--- src/hw/rtl/ips_patch_record_parser_macros.svh ---
// ----------------------------------------------------------------------------
// IPS patch record parser assertion macros
// Concurrent assertion wrappers clocked on clk_i; IPR_ASSERT is disabled during reset.
// ----------------------------------------------------------------------------
`ifndef IPS_PATCH_RECORD_PARSER_MACROS_SVH
`define IPS_PATCH_RECORD_PARSER_MACROS_SVH

`ifndef SYNTHESIS

// implication checked at every edge outside reset
`define IPR_ASSERT(lbl, prop, msg) \
  lbl: assert property (@(posedge clk_i) disable iff (!rst_ni) prop) else $error(msg);

// same, but also checked while reset is asserted
`define IPR_ASSERT_ALWAYS(lbl, prop, msg) \
  lbl: assert property (@(posedge clk_i) prop) else $error(msg);

`else

`define IPR_ASSERT(lbl, prop, msg)
`define IPR_ASSERT_ALWAYS(lbl, prop, msg)

`endif

`endif

--- src/hw/rtl/ipr_pkg.sv ---
// ----------------------------------------------------------------------------
// IPS patch record parser package
// Field widths, result kinds, status codes and header constants.
// ----------------------------------------------------------------------------
package ipr_pkg;

  localparam int unsigned ByteW  = 8;
  localparam int unsigned AddrW  = 25;
  localparam int unsigned RunW   = 16;
  localparam int unsigned LenW   = 32;
  localparam int unsigned OffW   = 24;
  localparam int unsigned KindW  = 2;
  localparam int unsigned StatW  = 2;
  localparam int unsigned CfgIdxW = 1;
  localparam int unsigned CfgDataW = 32;

  // result kinds
  localparam logic [KindW-1:0] KIND_WRITE  = 2'd0;
  localparam logic [KindW-1:0] KIND_FILL   = 2'd1;
  localparam logic [KindW-1:0] KIND_FINISH = 2'd2;

  // finish status codes
  localparam logic [StatW-1:0] ST_OK            = 2'd0;
  localparam logic [StatW-1:0] ST_BROKEN        = 2'd1;
  localparam logic [StatW-1:0] ST_DAMAGED       = 2'd2;
  localparam logic [StatW-1:0] ST_NOT_SHRINKING = 2'd3;

  // configuration register indexes
  localparam logic [CfgIdxW-1:0] CFG_PATCH_LENGTH = 1'b0;
  localparam logic [CfgIdxW-1:0] CFG_SOURCE_SIZE  = 1'b1;

  localparam logic [OffW-1:0] EOF_MARK  = 24'h454F46;
  localparam logic [LenW-1:0] MIN_PATCH = 32'd8;
  localparam logic [LenW-1:0] HDR_LEN   = 32'd5;
  // size (2) + at least one more byte + EOF mark (3), counted after the offset
  localparam int signed RecMin = 2 + 1 + 3;

  // "PATCH" signature
  function automatic logic [ByteW-1:0] hdr_byte(input logic [2:0] idx);
    logic [ByteW-1:0] r;
    case (idx)
      3'd0:    r = 8'h50;
      3'd1:    r = 8'h41;
      3'd2:    r = 8'h54;
      3'd3:    r = 8'h43;
      3'd4:    r = 8'h48;
      default: r = 8'h00;
    endcase
    return r;
  endfunction

endpackage

--- src/hw/rtl/ipr_stream_if.sv ---
// ----------------------------------------------------------------------------
// IPS patch record parser channels
// Valid/ready channels for patch bytes in and parser results out.
// ----------------------------------------------------------------------------
interface ipr_byte_if import ipr_pkg::*; ();
  logic             valid;
  logic             ready;
  logic [ByteW-1:0] patch_byte;

  modport source (output valid, output patch_byte, input ready);
  modport sink   (input valid, input patch_byte, output ready);
endinterface

interface ipr_result_if import ipr_pkg::*; ();
  logic             valid;
  logic             ready;
  logic [KindW-1:0] kind;
  logic [AddrW-1:0] write_address;
  logic [RunW-1:0]  run_length;
  logic [ByteW-1:0] data_value;
  logic [AddrW-1:0] final_size;
  logic [StatW-1:0] status;

  modport source (output valid, output kind, output write_address, output run_length,
                  output data_value, output final_size, output status, input ready);
  modport sink   (input valid, input kind, input write_address, input run_length,
                  input data_value, input final_size, input status, output ready);
endinterface

--- src/hw/rtl/ips_patch_record_parser.sv ---
// ----------------------------------------------------------------------------
// IPS patch record parser
// Parses an IPS patch byte stream into byte writes, fill runs and a finish.
// ----------------------------------------------------------------------------
//  channel    dir  handshake            word
//  patch_i    in   valid/ready          one patch byte
//  result_o   out  valid/ready          write, fill or finish record
//  cfg_*_i    in   write enable only    patch length, source size
//
//  one byte accepted per cycle unless the result stalls; a result reaches the output
//  through the input register, then the parse step into the result register
//  the parse step is one 34-bit remaining-length subtract and compare
//  rst_ni clears the parser to expect the header, the input valid and the result register to zero
//  a stalled result holds the byte stage; the input still takes one word
//  after the finish every byte is taken and dropped
// ----------------------------------------------------------------------------
`include "ips_patch_record_parser_macros.svh"

module ips_patch_record_parser import ipr_pkg::*; (
  input  logic                clk_i,
  input  logic                rst_ni,
  ipr_byte_if.sink            patch_i,
  ipr_result_if.source        result_o,
  input  logic                cfg_we_i,
  input  logic [CfgIdxW-1:0]  cfg_idx_i,
  input  logic [CfgDataW-1:0] cfg_data_i
);

  typedef enum logic [3:0] {
    PH_HEADER, PH_OFF0, PH_OFF1, PH_OFF2, PH_SIZE0, PH_SIZE1, PH_RLEN0, PH_RLEN1,
    PH_RVAL, PH_DATA, PH_TRUNC0, PH_TRUNC1, PH_TRUNC2, PH_DONE
  } phase_e;

  // configuration
  logic [LenW-1:0]  patch_len_q;
  logic [AddrW-1:0] src_size_q;

  always_ff @(posedge clk_i or negedge rst_ni) begin
    if (!rst_ni) begin
      patch_len_q <= '0;
      src_size_q  <= '0;
    end else if (cfg_we_i) begin
      unique case (cfg_idx_i)
        CFG_PATCH_LENGTH: patch_len_q <= cfg_data_i;
        CFG_SOURCE_SIZE:  src_size_q  <= cfg_data_i[AddrW-1:0];
        default: ;
      endcase
    end
  end

  // input register
  logic             in_vld_q;
  logic [ByteW-1:0] in_byte_q;
  logic             out_free;
  logic             adv;

  assign out_free      = !result_o.valid || result_o.ready;
  assign adv           = in_vld_q && out_free;
  assign patch_i.ready = !in_vld_q || adv;

  always_ff @(posedge clk_i or negedge rst_ni) begin
    if (!rst_ni) begin
      in_vld_q <= 1'b0;
    end else if (patch_i.ready) begin
      in_vld_q <= patch_i.valid;
    end
  end

  always_ff @(posedge clk_i) begin
    if (patch_i.valid && patch_i.ready) begin
      in_byte_q <= patch_i.patch_byte;
    end
  end

  // parser state
  phase_e           phase_q, phase_d;
  logic [LenW-1:0]  consumed_q, consumed_d;
  logic [OffW-1:0]  acc_q, acc_d;
  logic [OffW-1:0]  rec_off_q, rec_off_d;
  logic [RunW-1:0]  rec_cnt_q, rec_cnt_d;
  logic [OffW-1:0]  prev_off_q, prev_off_d;
  logic [AddrW-1:0] high_end_q, high_end_d;
  logic [StatW-1:0] pend_st_q, pend_st_d;

  // result register
  logic             out_vld_q;
  logic [KindW-1:0] out_kind_q;
  logic [AddrW-1:0] out_addr_q;
  logic [RunW-1:0]  out_run_q;
  logic [ByteW-1:0] out_val_q;
  logic [AddrW-1:0] out_fsize_q;
  logic [StatW-1:0] out_st_q;

  logic             emit;
  logic [KindW-1:0] r_kind;
  logic [AddrW-1:0] r_addr;
  logic [RunW-1:0]  r_run;
  logic [AddrW-1:0] r_fsize;
  logic [StatW-1:0] r_st;

  logic [ByteW-1:0]  b;
  logic signed [33:0] rem_s;
  logic signed [33:0] need_s;
  logic [OffW-1:0]   field24;
  logic [RunW-1:0]   field16;
  logic [RunW-1:0]   cnt_inc;
  logic [AddrW-1:0]  end_sum;
  logic [AddrW-1:0]  grown;
  logic [StatW-1:0]  trunc_st;

  assign b       = in_byte_q;
  // bytes left after this one, may go negative
  assign rem_s   = $signed({2'b00, patch_len_q} - {2'b00, consumed_q} - 34'd1);
  assign field24 = {acc_q[15:0], b};
  assign field16 = {acc_q[7:0], b};
  assign need_s  = $signed({18'd0, field16} + 34'd3);
  assign cnt_inc = rec_cnt_q + 16'd1;
  assign end_sum = {1'b0, rec_off_q} + {9'd0, (phase_q == PH_SIZE1) ? field16 : rec_cnt_q};
  assign grown   = (high_end_q > src_size_q) ? high_end_q : src_size_q;

  always_comb begin
    trunc_st = pend_st_q;
    if (pend_st_q == ST_OK && {1'b0, field24} >= src_size_q) begin
      trunc_st = ST_NOT_SHRINKING;
    end
    if (rem_s != 34'sd0) begin
      trunc_st = ST_DAMAGED;
    end
  end

  always_comb begin
    phase_d    = phase_q;
    consumed_d = consumed_q;
    acc_d      = acc_q;
    rec_off_d  = rec_off_q;
    rec_cnt_d  = rec_cnt_q;
    prev_off_d = prev_off_q;
    high_end_d = high_end_q;
    pend_st_d  = pend_st_q;
    emit       = 1'b0;
    r_kind     = KIND_FINISH;
    r_addr     = '0;
    r_run      = '0;
    r_fsize    = '0;
    r_st       = ST_OK;

    if (phase_q != PH_DONE) begin
      consumed_d = consumed_q + 32'd1;
    end

    unique case (phase_q)
      PH_HEADER: begin
        if (patch_len_q < MIN_PATCH || consumed_q >= HDR_LEN ||
            b != hdr_byte(consumed_q[2:0])) begin
          emit = 1'b1;
          r_st = ST_BROKEN;
        end else if (consumed_q == HDR_LEN - 32'd1) begin
          phase_d = PH_OFF0;
        end
      end
      PH_OFF0, PH_SIZE0, PH_RLEN0, PH_TRUNC0: begin
        acc_d = {16'd0, b};
        unique case (phase_q)
          PH_OFF0:  phase_d = PH_OFF1;
          PH_SIZE0: phase_d = PH_SIZE1;
          PH_RLEN0: phase_d = PH_RLEN1;
          default:  phase_d = PH_TRUNC1;
        endcase
      end
      PH_OFF1, PH_TRUNC1: begin
        acc_d   = field24;
        phase_d = (phase_q == PH_OFF1) ? PH_OFF2 : PH_TRUNC2;
      end
      PH_OFF2: begin
        acc_d = '0;
        if (field24 == EOF_MARK) begin
          if (rem_s == 34'sd3) begin
            phase_d = PH_TRUNC0;
          end else begin
            emit    = 1'b1;
            r_fsize = grown;
            r_st    = (rem_s == 34'sd0) ? pend_st_q : ST_DAMAGED;
          end
        end else begin
          if (field24 < prev_off_q) begin
            pend_st_d = ST_DAMAGED;
          end
          prev_off_d = field24;
          rec_off_d  = field24;
          if (rem_s < 34'(RecMin)) begin
            emit = 1'b1;
            r_st = ST_BROKEN;
          end else begin
            phase_d = PH_SIZE0;
          end
        end
      end
      PH_SIZE1: begin
        if (field16 == '0) begin
          if (rem_s < 34'(RecMin)) begin
            emit = 1'b1;
            r_st = ST_BROKEN;
          end else begin
            acc_d   = '0;
            phase_d = PH_RLEN0;
          end
        end else if (rem_s < need_s) begin
          emit = 1'b1;
          r_st = ST_BROKEN;
        end else begin
          if (end_sum > high_end_q) begin
            high_end_d = end_sum;
          end
          acc_d     = {8'd0, field16};
          rec_cnt_d = '0;
          phase_d   = PH_DATA;
        end
      end
      PH_RLEN1: begin
        rec_cnt_d = field16;
        phase_d   = PH_RVAL;
      end
      PH_RVAL: begin
        emit = 1'b1;
        if (rec_cnt_q == '0) begin
          r_st = ST_BROKEN;
        end else begin
          if (end_sum > high_end_q) begin
            high_end_d = end_sum;
          end
          r_kind  = KIND_FILL;
          r_addr  = {1'b0, rec_off_q};
          r_run   = rec_cnt_q;
          phase_d = PH_OFF0;
        end
      end
      PH_DATA: begin
        emit      = 1'b1;
        r_kind    = KIND_WRITE;
        r_addr    = end_sum;
        rec_cnt_d = cnt_inc;
        if (cnt_inc == '0 || {8'd0, cnt_inc} >= acc_q) begin
          phase_d = PH_OFF0;
        end
      end
      PH_TRUNC2: begin
        emit    = 1'b1;
        r_fsize = {1'b0, field24};
        r_st    = trunc_st;
      end
      PH_DONE: ;
      default: phase_d = PH_DONE;
    endcase

    // any finish closes the stream
    if (emit && r_kind == KIND_FINISH) begin
      phase_d   = PH_DONE;
      pend_st_d = r_st;
    end
  end

  always_ff @(posedge clk_i or negedge rst_ni) begin
    if (!rst_ni) begin
      phase_q     <= PH_HEADER;
      consumed_q  <= '0;
      acc_q       <= '0;
      rec_off_q   <= '0;
      rec_cnt_q   <= '0;
      prev_off_q  <= '0;
      high_end_q  <= '0;
      pend_st_q   <= ST_OK;
      out_vld_q   <= 1'b0;
      out_kind_q  <= KIND_WRITE;
      out_addr_q  <= '0;
      out_run_q   <= '0;
      out_val_q   <= '0;
      out_fsize_q <= '0;
      out_st_q    <= ST_OK;
    end else begin
      if (adv) begin
        phase_q    <= phase_d;
        consumed_q <= consumed_d;
        acc_q      <= acc_d;
        rec_off_q  <= rec_off_d;
        rec_cnt_q  <= rec_cnt_d;
        prev_off_q <= prev_off_d;
        high_end_q <= high_end_d;
        pend_st_q  <= pend_st_d;
      end
      if (adv && emit) begin
        out_vld_q   <= 1'b1;
        out_kind_q  <= r_kind;
        out_addr_q  <= r_addr;
        out_run_q   <= r_run;
        out_val_q   <= (r_kind == KIND_FINISH) ? '0 : b;
        out_fsize_q <= r_fsize;
        out_st_q    <= r_st;
      end else if (result_o.ready) begin
        out_vld_q <= 1'b0;
      end
    end
  end

  assign result_o.valid         = out_vld_q;
  assign result_o.kind          = out_kind_q;
  assign result_o.write_address = out_addr_q;
  assign result_o.run_length    = out_run_q;
  assign result_o.data_value    = out_val_q;
  assign result_o.final_size    = out_fsize_q;
  assign result_o.status        = out_st_q;

  `IPR_ASSERT(a_done_silent, (adv && phase_q == PH_DONE) |-> !emit, "result after finish")
  `IPR_ASSERT(a_finish_closes, (adv && emit && r_kind == KIND_FINISH) |=> phase_q == PH_DONE, "finish did not close stream")
  `IPR_ASSERT(a_count_step, (adv && phase_q != PH_DONE) |=> consumed_q == $past(consumed_q) + 32'd1, "byte count slip")
  `IPR_ASSERT(a_fill_nonzero, (out_vld_q && out_kind_q == KIND_FILL) |-> out_run_q != '0, "fill run of zero")
  `IPR_ASSERT_ALWAYS(a_ready_when_free, (rst_ni && out_free) |-> patch_i.ready, "input blocked with free output")

endmodule
--- src/flat_wrapper.sv ---
// flat-port wrapper written by rule: the top's interface ports become plain ports
module ips_patch_record_parser_flat import ipr_pkg::*;
  (clk_i, rst_ni, cfg_we_i, cfg_idx_i, cfg_data_i, patch_i_valid, patch_i_patch_byte, patch_i_ready, result_o_valid, result_o_kind, result_o_write_address, result_o_run_length, result_o_data_value, result_o_final_size, result_o_status, result_o_ready);
  ipr_byte_if patch_i_i ();
  ipr_result_if result_o_i ();
  input  logic clk_i;
  input  logic rst_ni;
  input  logic cfg_we_i;
  input  logic [CfgIdxW-1:0] cfg_idx_i;
  input  logic [CfgDataW-1:0] cfg_data_i;
  input wire logic [$bits(patch_i_i.valid)-1:0] patch_i_valid;
  input wire logic [$bits(patch_i_i.patch_byte)-1:0] patch_i_patch_byte;
  output wire logic [$bits(patch_i_i.ready)-1:0] patch_i_ready;
  output wire logic [$bits(result_o_i.valid)-1:0] result_o_valid;
  output wire logic [$bits(result_o_i.kind)-1:0] result_o_kind;
  output wire logic [$bits(result_o_i.write_address)-1:0] result_o_write_address;
  output wire logic [$bits(result_o_i.run_length)-1:0] result_o_run_length;
  output wire logic [$bits(result_o_i.data_value)-1:0] result_o_data_value;
  output wire logic [$bits(result_o_i.final_size)-1:0] result_o_final_size;
  output wire logic [$bits(result_o_i.status)-1:0] result_o_status;
  input wire logic [$bits(result_o_i.ready)-1:0] result_o_ready;
  assign patch_i_i.valid = patch_i_valid;
  assign patch_i_i.patch_byte = patch_i_patch_byte;
  assign patch_i_ready = patch_i_i.ready;
  assign result_o_valid = result_o_i.valid;
  assign result_o_kind = result_o_i.kind;
  assign result_o_write_address = result_o_i.write_address;
  assign result_o_run_length = result_o_i.run_length;
  assign result_o_data_value = result_o_i.data_value;
  assign result_o_final_size = result_o_i.final_size;
  assign result_o_status = result_o_i.status;
  assign result_o_i.ready = result_o_ready;
  ips_patch_record_parser u_core (.clk_i(clk_i), .rst_ni(rst_ni), .patch_i(patch_i_i), .result_o(result_o_i), .cfg_we_i(cfg_we_i), .cfg_idx_i(cfg_idx_i), .cfg_data_i(cfg_data_i));
endmodule
--- config.mk ---
export PLATFORM = sky130hd
export DESIGN_NAME = ips_patch_record_parser_flat
export DESIGN_NICKNAME = d
export VERILOG_FILES = /design/src/hw/rtl/ipr_pkg.sv /design/src/hw/rtl/ipr_stream_if.sv /design/src/hw/rtl/ips_patch_record_parser.sv /design/src/flat_wrapper.sv
export VERILOG_INCLUDE_DIRS = /design/src /design/src/hw/rtl
export SDC_FILE = /design/constraint.sdc
export NUM_CORES = 1
export LEC_CHECK = 0
export BUFFER_PORTS_ARGS = -buffer_cell sky130_fd_sc_hd__buf_2
export CORE_MARGIN = 2
export CORE_UTILIZATION = 42
export DETAILED_ROUTE_END_ITERATION = 8
export PLACE_DENSITY = 0.57
export SYNTH_ARGS = -nofsm -noshare
export SYNTH_HDL_FRONTEND = slang
export SYNTH_SLANG_ARGS = --single-unit
export TNS_END_PERCENT = 5
--- constraint.sdc ---
create_clock -name clk_i -period 8.7 [get_ports clk_i]
set_input_delay 2.61 -clock clk_i [delete_from_list [all_inputs] [get_ports clk_i]]
set_output_delay 2.61 -clock clk_i [all_outputs]
set_load 0.01 [all_outputs]
==> impl_table.tex <==
\begin{tabular}{lr}
\hline
Metric & Value \\
\hline
\multicolumn{2}{l}{\textbf{Outcome}} \\
Outcome & finished, final reports clean \\
\multicolumn{2}{l}{\textbf{Critical path}} \\
Setup Crit Path Kind & flip-flop to flip-flop \\
Slowest CP cell & sky130\_fd\_sc\_hd\_\_o21ai\_0 \\
Startpoint type of the worst setup path & flip-flop \\
Worst EP required & 9160 ps \\
Maximum fanout along the worst path & 25 \\
Arrival time reported for the critical path endpoint & 7630 ps \\
Type of destination of the critical path & flip-flop \\
Longest individual stage delay on the worst path & 570 ps \\
\multicolumn{2}{l}{\textbf{Hold path}} \\
Worst hold-check path type & flip-flop to flip-flop \\
\multicolumn{2}{l}{\textbf{Run}} \\
Max Cap Viol & 0 \\
\multicolumn{2}{l}{\textbf{Synth}} \\
Number of enable-type register cells in the synthesized netlist & 8 \\
Dominant cell by count in the synthesized netlist & sky130\_fd\_sc\_hd\_\_dfrtp\_1 \\
Top cells by area in the synthesized netlist & sky130\_fd\_sc\_hd\_\_dfrtp\_1, sky130\_fd\_sc\_hd\_\_ha\_1, sky130\_fd\_sc\_hd\_\_nand2\_1 \\
FFs w/ async S/R, synth & 0.971 \\
Post-Synthesis Mean Instance Area & 9.03 um2 \\
Warning count from the yosys run & 0 \\
Total standard cell area after synthesis & 19,700 um2 \\
Total nets after synthesis & 2,415 \\
Post-synth top area share & 0.336 \\
Most frequent cells after synthesis & sky130\_fd\_sc\_hd\_\_dfrtp\_1, sky130\_fd\_sc\_hd\_\_nand2\_1, sky130\_fd\_sc\_hd\_\_ha\_1 \\
Synth cell types & 94 \\
Instance count of the mapped netlist & 2,177 \\
Synthesized flop and latch total & 272 \\
Dominant register cell in the synthesized netlist & sky130\_fd\_sc\_hd\_\_dfrtp\_1 \\
Cell taking the most area after synthesis & sky130\_fd\_sc\_hd\_\_dfrtp\_1 \\
Seq/Total Area, Yosys & 0.348 \\
\multicolumn{2}{l}{\textbf{STA}} \\
Max frequency & 140 MHz \\
Total count of max-transition violations in the final report & 0 \\
RSZ-0062 raised after global routing & false \\
Ratio of final minimum period to clock period & 0.824 \\
WHS & 472 ps \\
Setup\_tns & 0 ps \\
Final setup violating endpoints & 0 \\
Post-layout minimum cycle time & 7170 ps \\
Number of endpoints with negative hold slack in the final report & 0 \\
Worst-Margin Slew & 1170 ps \\
Clock tree skew after final layout & 28.7 ps \\
Slack of the critical path & 1530 ps \\
Worst slew margin & 0.217 \\
\multicolumn{2}{l}{\textbf{Clocking}} \\
Number of buffers added by the clock tree synthesis step & 36 \\
Clock Sinks & 272 \\
CTS tree & yes \\
Number of buffers inserted by post-CTS setup repair & 0 \\
Clock transition at the registers of the reported paths & 60 ps \\
Gates resized, CTS repair & 0 \\
Level count of the clock H-tree & 2 \\
Maximum buffer depth of the clock tree & 3 \\
Post-CTS Hold Fix Bufs & 0 \\
Clk Latency, worst-skew pair & 580 ps \\
CTS root buffer & sky130\_fd\_sc\_hd\_\_clkbuf\_16 \\
\multicolumn{2}{l}{\textbf{Floorplan}} \\
Chip Width & 220 um \\
Die Outline Area & 48,500 um2 \\
Die height & 220 um \\
Row count & 79 \\
Number of ports placed on the die boundary & 126 \\
Starting Density & 0.424 \\
Placeable core region & 46,400 um2 \\
\multicolumn{2}{l}{\textbf{Global route}} \\
Global routing met2 resource utilization & 0.428 \\
Combined global-route utilization of all metal layers & 0.256 \\
Met3 routing resource usage after global routing & 0.0315 \\
Fraction of met1 tracks used by global routing & 0.341 \\
Grt ovf & 0 \\
Maximum number of pins on one net before global-route repair & 181 \\
Number of global-route vias before repair & 16,600 \\
Global-route layer with the greatest usage & met2 \\
Number of antenna violations at the first check in global routing & 1 \\
Wire length of the first global-routing pass & 95,700 um \\
\multicolumn{2}{l}{\textbf{Route}} \\
DR iter-0 viols & 1,333 \\
Routed length per instance & 21.5 um \\
Post-route ant nets & 0 \\
Detailed-route DRC error count & 0 \\
Number of detailed-route iterations in the first pass & 7 \\
Final routed wirelength across all metal layers & 62,000 um \\
Number of vias per cell & 5.80 \\
Via total after detailed routing & 16,800 \\
\multicolumn{2}{l}{\textbf{Placement}} \\
Number of port buffers & 125 \\
HPWL after DPL & 46,700 um \\
Routability congestion estimate & 0.934 \\
Setup Slack @ Placement & 1770 ps \\
\multicolumn{2}{l}{\textbf{Final layout}} \\
Layout Area Growth over Synthesis & 12.2\% \\
Fraction of layout cells with a size suffix above 1 & 0.135 \\
Post-layout net count & 2,496 \\
\multicolumn{2}{l}{\textbf{Power}} \\
Power density relative to cell area & 361 nW/um2 \\
Maximum VDD drop & 0.203 mV \\
Post-layout power & 7970 uW \\
Leakage component of the power & 0.0102 uW \\
\hline
\end{tabular}
## worst max-delay path: cells and delay by family (launching register included)
| family | cells | cell delay [ps] |
|---|---|---|
| xor+xnor | 1 | 300 |
| simple gates | 7 | 1560 |
| mux | 1 | 420 |
| buf+inv | 2 | 280 |
| flops | 1 | 560 |
| fa+ha+maj | 2 | 760 |
| compound gates | 14 | 3140 |
## cells by family after synthesis
group | count (synthesis) | synth area share
AOI/OAI and AO/OA | 557 | 0.187
xor gates and xnor gates | 112 | 0.0511
adders and majority gates | 192 | 0.123
buffers and inverters | 264 | 0.0551
DFF | 272 | 0.348
muxes | 131 | 0.0726
and+or+nand+nor | 649 | 0.163
## per-layer routing
layer | wire length, um | part of all wire
met4 | 2050 | 0.033
met5 | 0 | 0
met2 | 29200 | 0.47
met1 | 27400 | 0.44
met3 | 3380 | 0.054
## stage by stage
stage | util | cell area, um2 | std cells
floorplan | - | 19700 | 2177
global placement | 0.449 | 20800 | 2827
detailed placement | 0.449 | 20800 | 2827
CTS | 0.476 | 22000 | 2890
global route | 0.476 | 22000 | 2890
finish | 0.476 | 22000 | 2892
## path summary, 6_finish.rpt
check	slack [ps]	from	depth (start not counted)	end
worst min register to register	470	u_core.result_o.write_address[21]$_DFFE_PN0P_	2	u_core.result_o.write_address[21]$_DFFE_PN0P_
worst min-delay path	470	u_core.result_o.write_address[21]$_DFFE_PN0P_	2	u_core.result_o.write_address[21]$_DFFE_PN0P_
max in group asynchronous	5190	rst_ni	2	u_core.consumed_q[27]$_DFFE_PN0P_
worst max-delay path	1530	u_core.phase_q[3]$_DFFE_PN0P_	27	u_core.high_end_q[2]$_DFFE_PN0P_
worst max register to register	1530	u_core.phase_q[3]$_DFFE_PN0P_	27	u_core.high_end_q[2]$_DFFE_PN0P_
min in group asynchronous	1980	rst_ni	1	u_core.result_o.final_size[15]$_DFFE_PN0P_
## power breakdown
group	switching, uW	internal (uW)
clock network	609	982
registers	485	1590
logic	2580	1720
total	3670	4300
## cell type report
| class | instances | area, um2 |
|---|---|---|
| antenna | 2 | 5.00 |
| clock buffer | 48 | 986 |
| clock inverter | 15 | 264 |
| fill | 4444 | 24300 |
| inverter | 160 | 601 |
| multi-input combinational | 1641 | 11700 |
| sequential | 272 | 6850 |
| tap | 607 | 759 |
| timing repair buffer | 147 | 838 |
## sequential cells by signal (all words and copies together) (netlist names)
signal / flops
u_core.result_o.valid: 1
u_core.high_end_q: 25
u_core.pend_st_q: 2
u_core.in_vld_q: 1
u_core.result_o.kind: 2
u_core.rec_cnt_q: 16
u_core.result_o.final_size: 25
u_core.acc_q: 24
u_core.src_size_q: 25
u_core.rec_off_q: 24
u_core.b: 8
u_core.result_o.write_address: 25
u_core.phase_q: 4
u_core.consumed_q: 32
u_core.result_o.run_length: 16
u_core.result_o.status: 2
u_core.patch_len_q: 32
u_core.result_o.data_value: 8
## layout by cell type, fill, tap and decap left out, types with 60 or more instances in the layout
master                    instances
sky130_fd_sc_hd__a21oi_1         85
sky130_fd_sc_hd__a22oi_1         60
sky130_fd_sc_hd__buf_2          124
sky130_fd_sc_hd__dfrtp_1        264
sky130_fd_sc_hd__ha_1           190
sky130_fd_sc_hd__inv_1          160
sky130_fd_sc_hd__mux2_2          70
sky130_fd_sc_hd__nand2_1        246
sky130_fd_sc_hd__nor2_1          77
sky130_fd_sc_hd__o21ai_0        130
sky130_fd_sc_hd__o21ai_1         66
sky130_fd_sc_hd__xnor2_1         76
(Power assumes the default switching activity.)
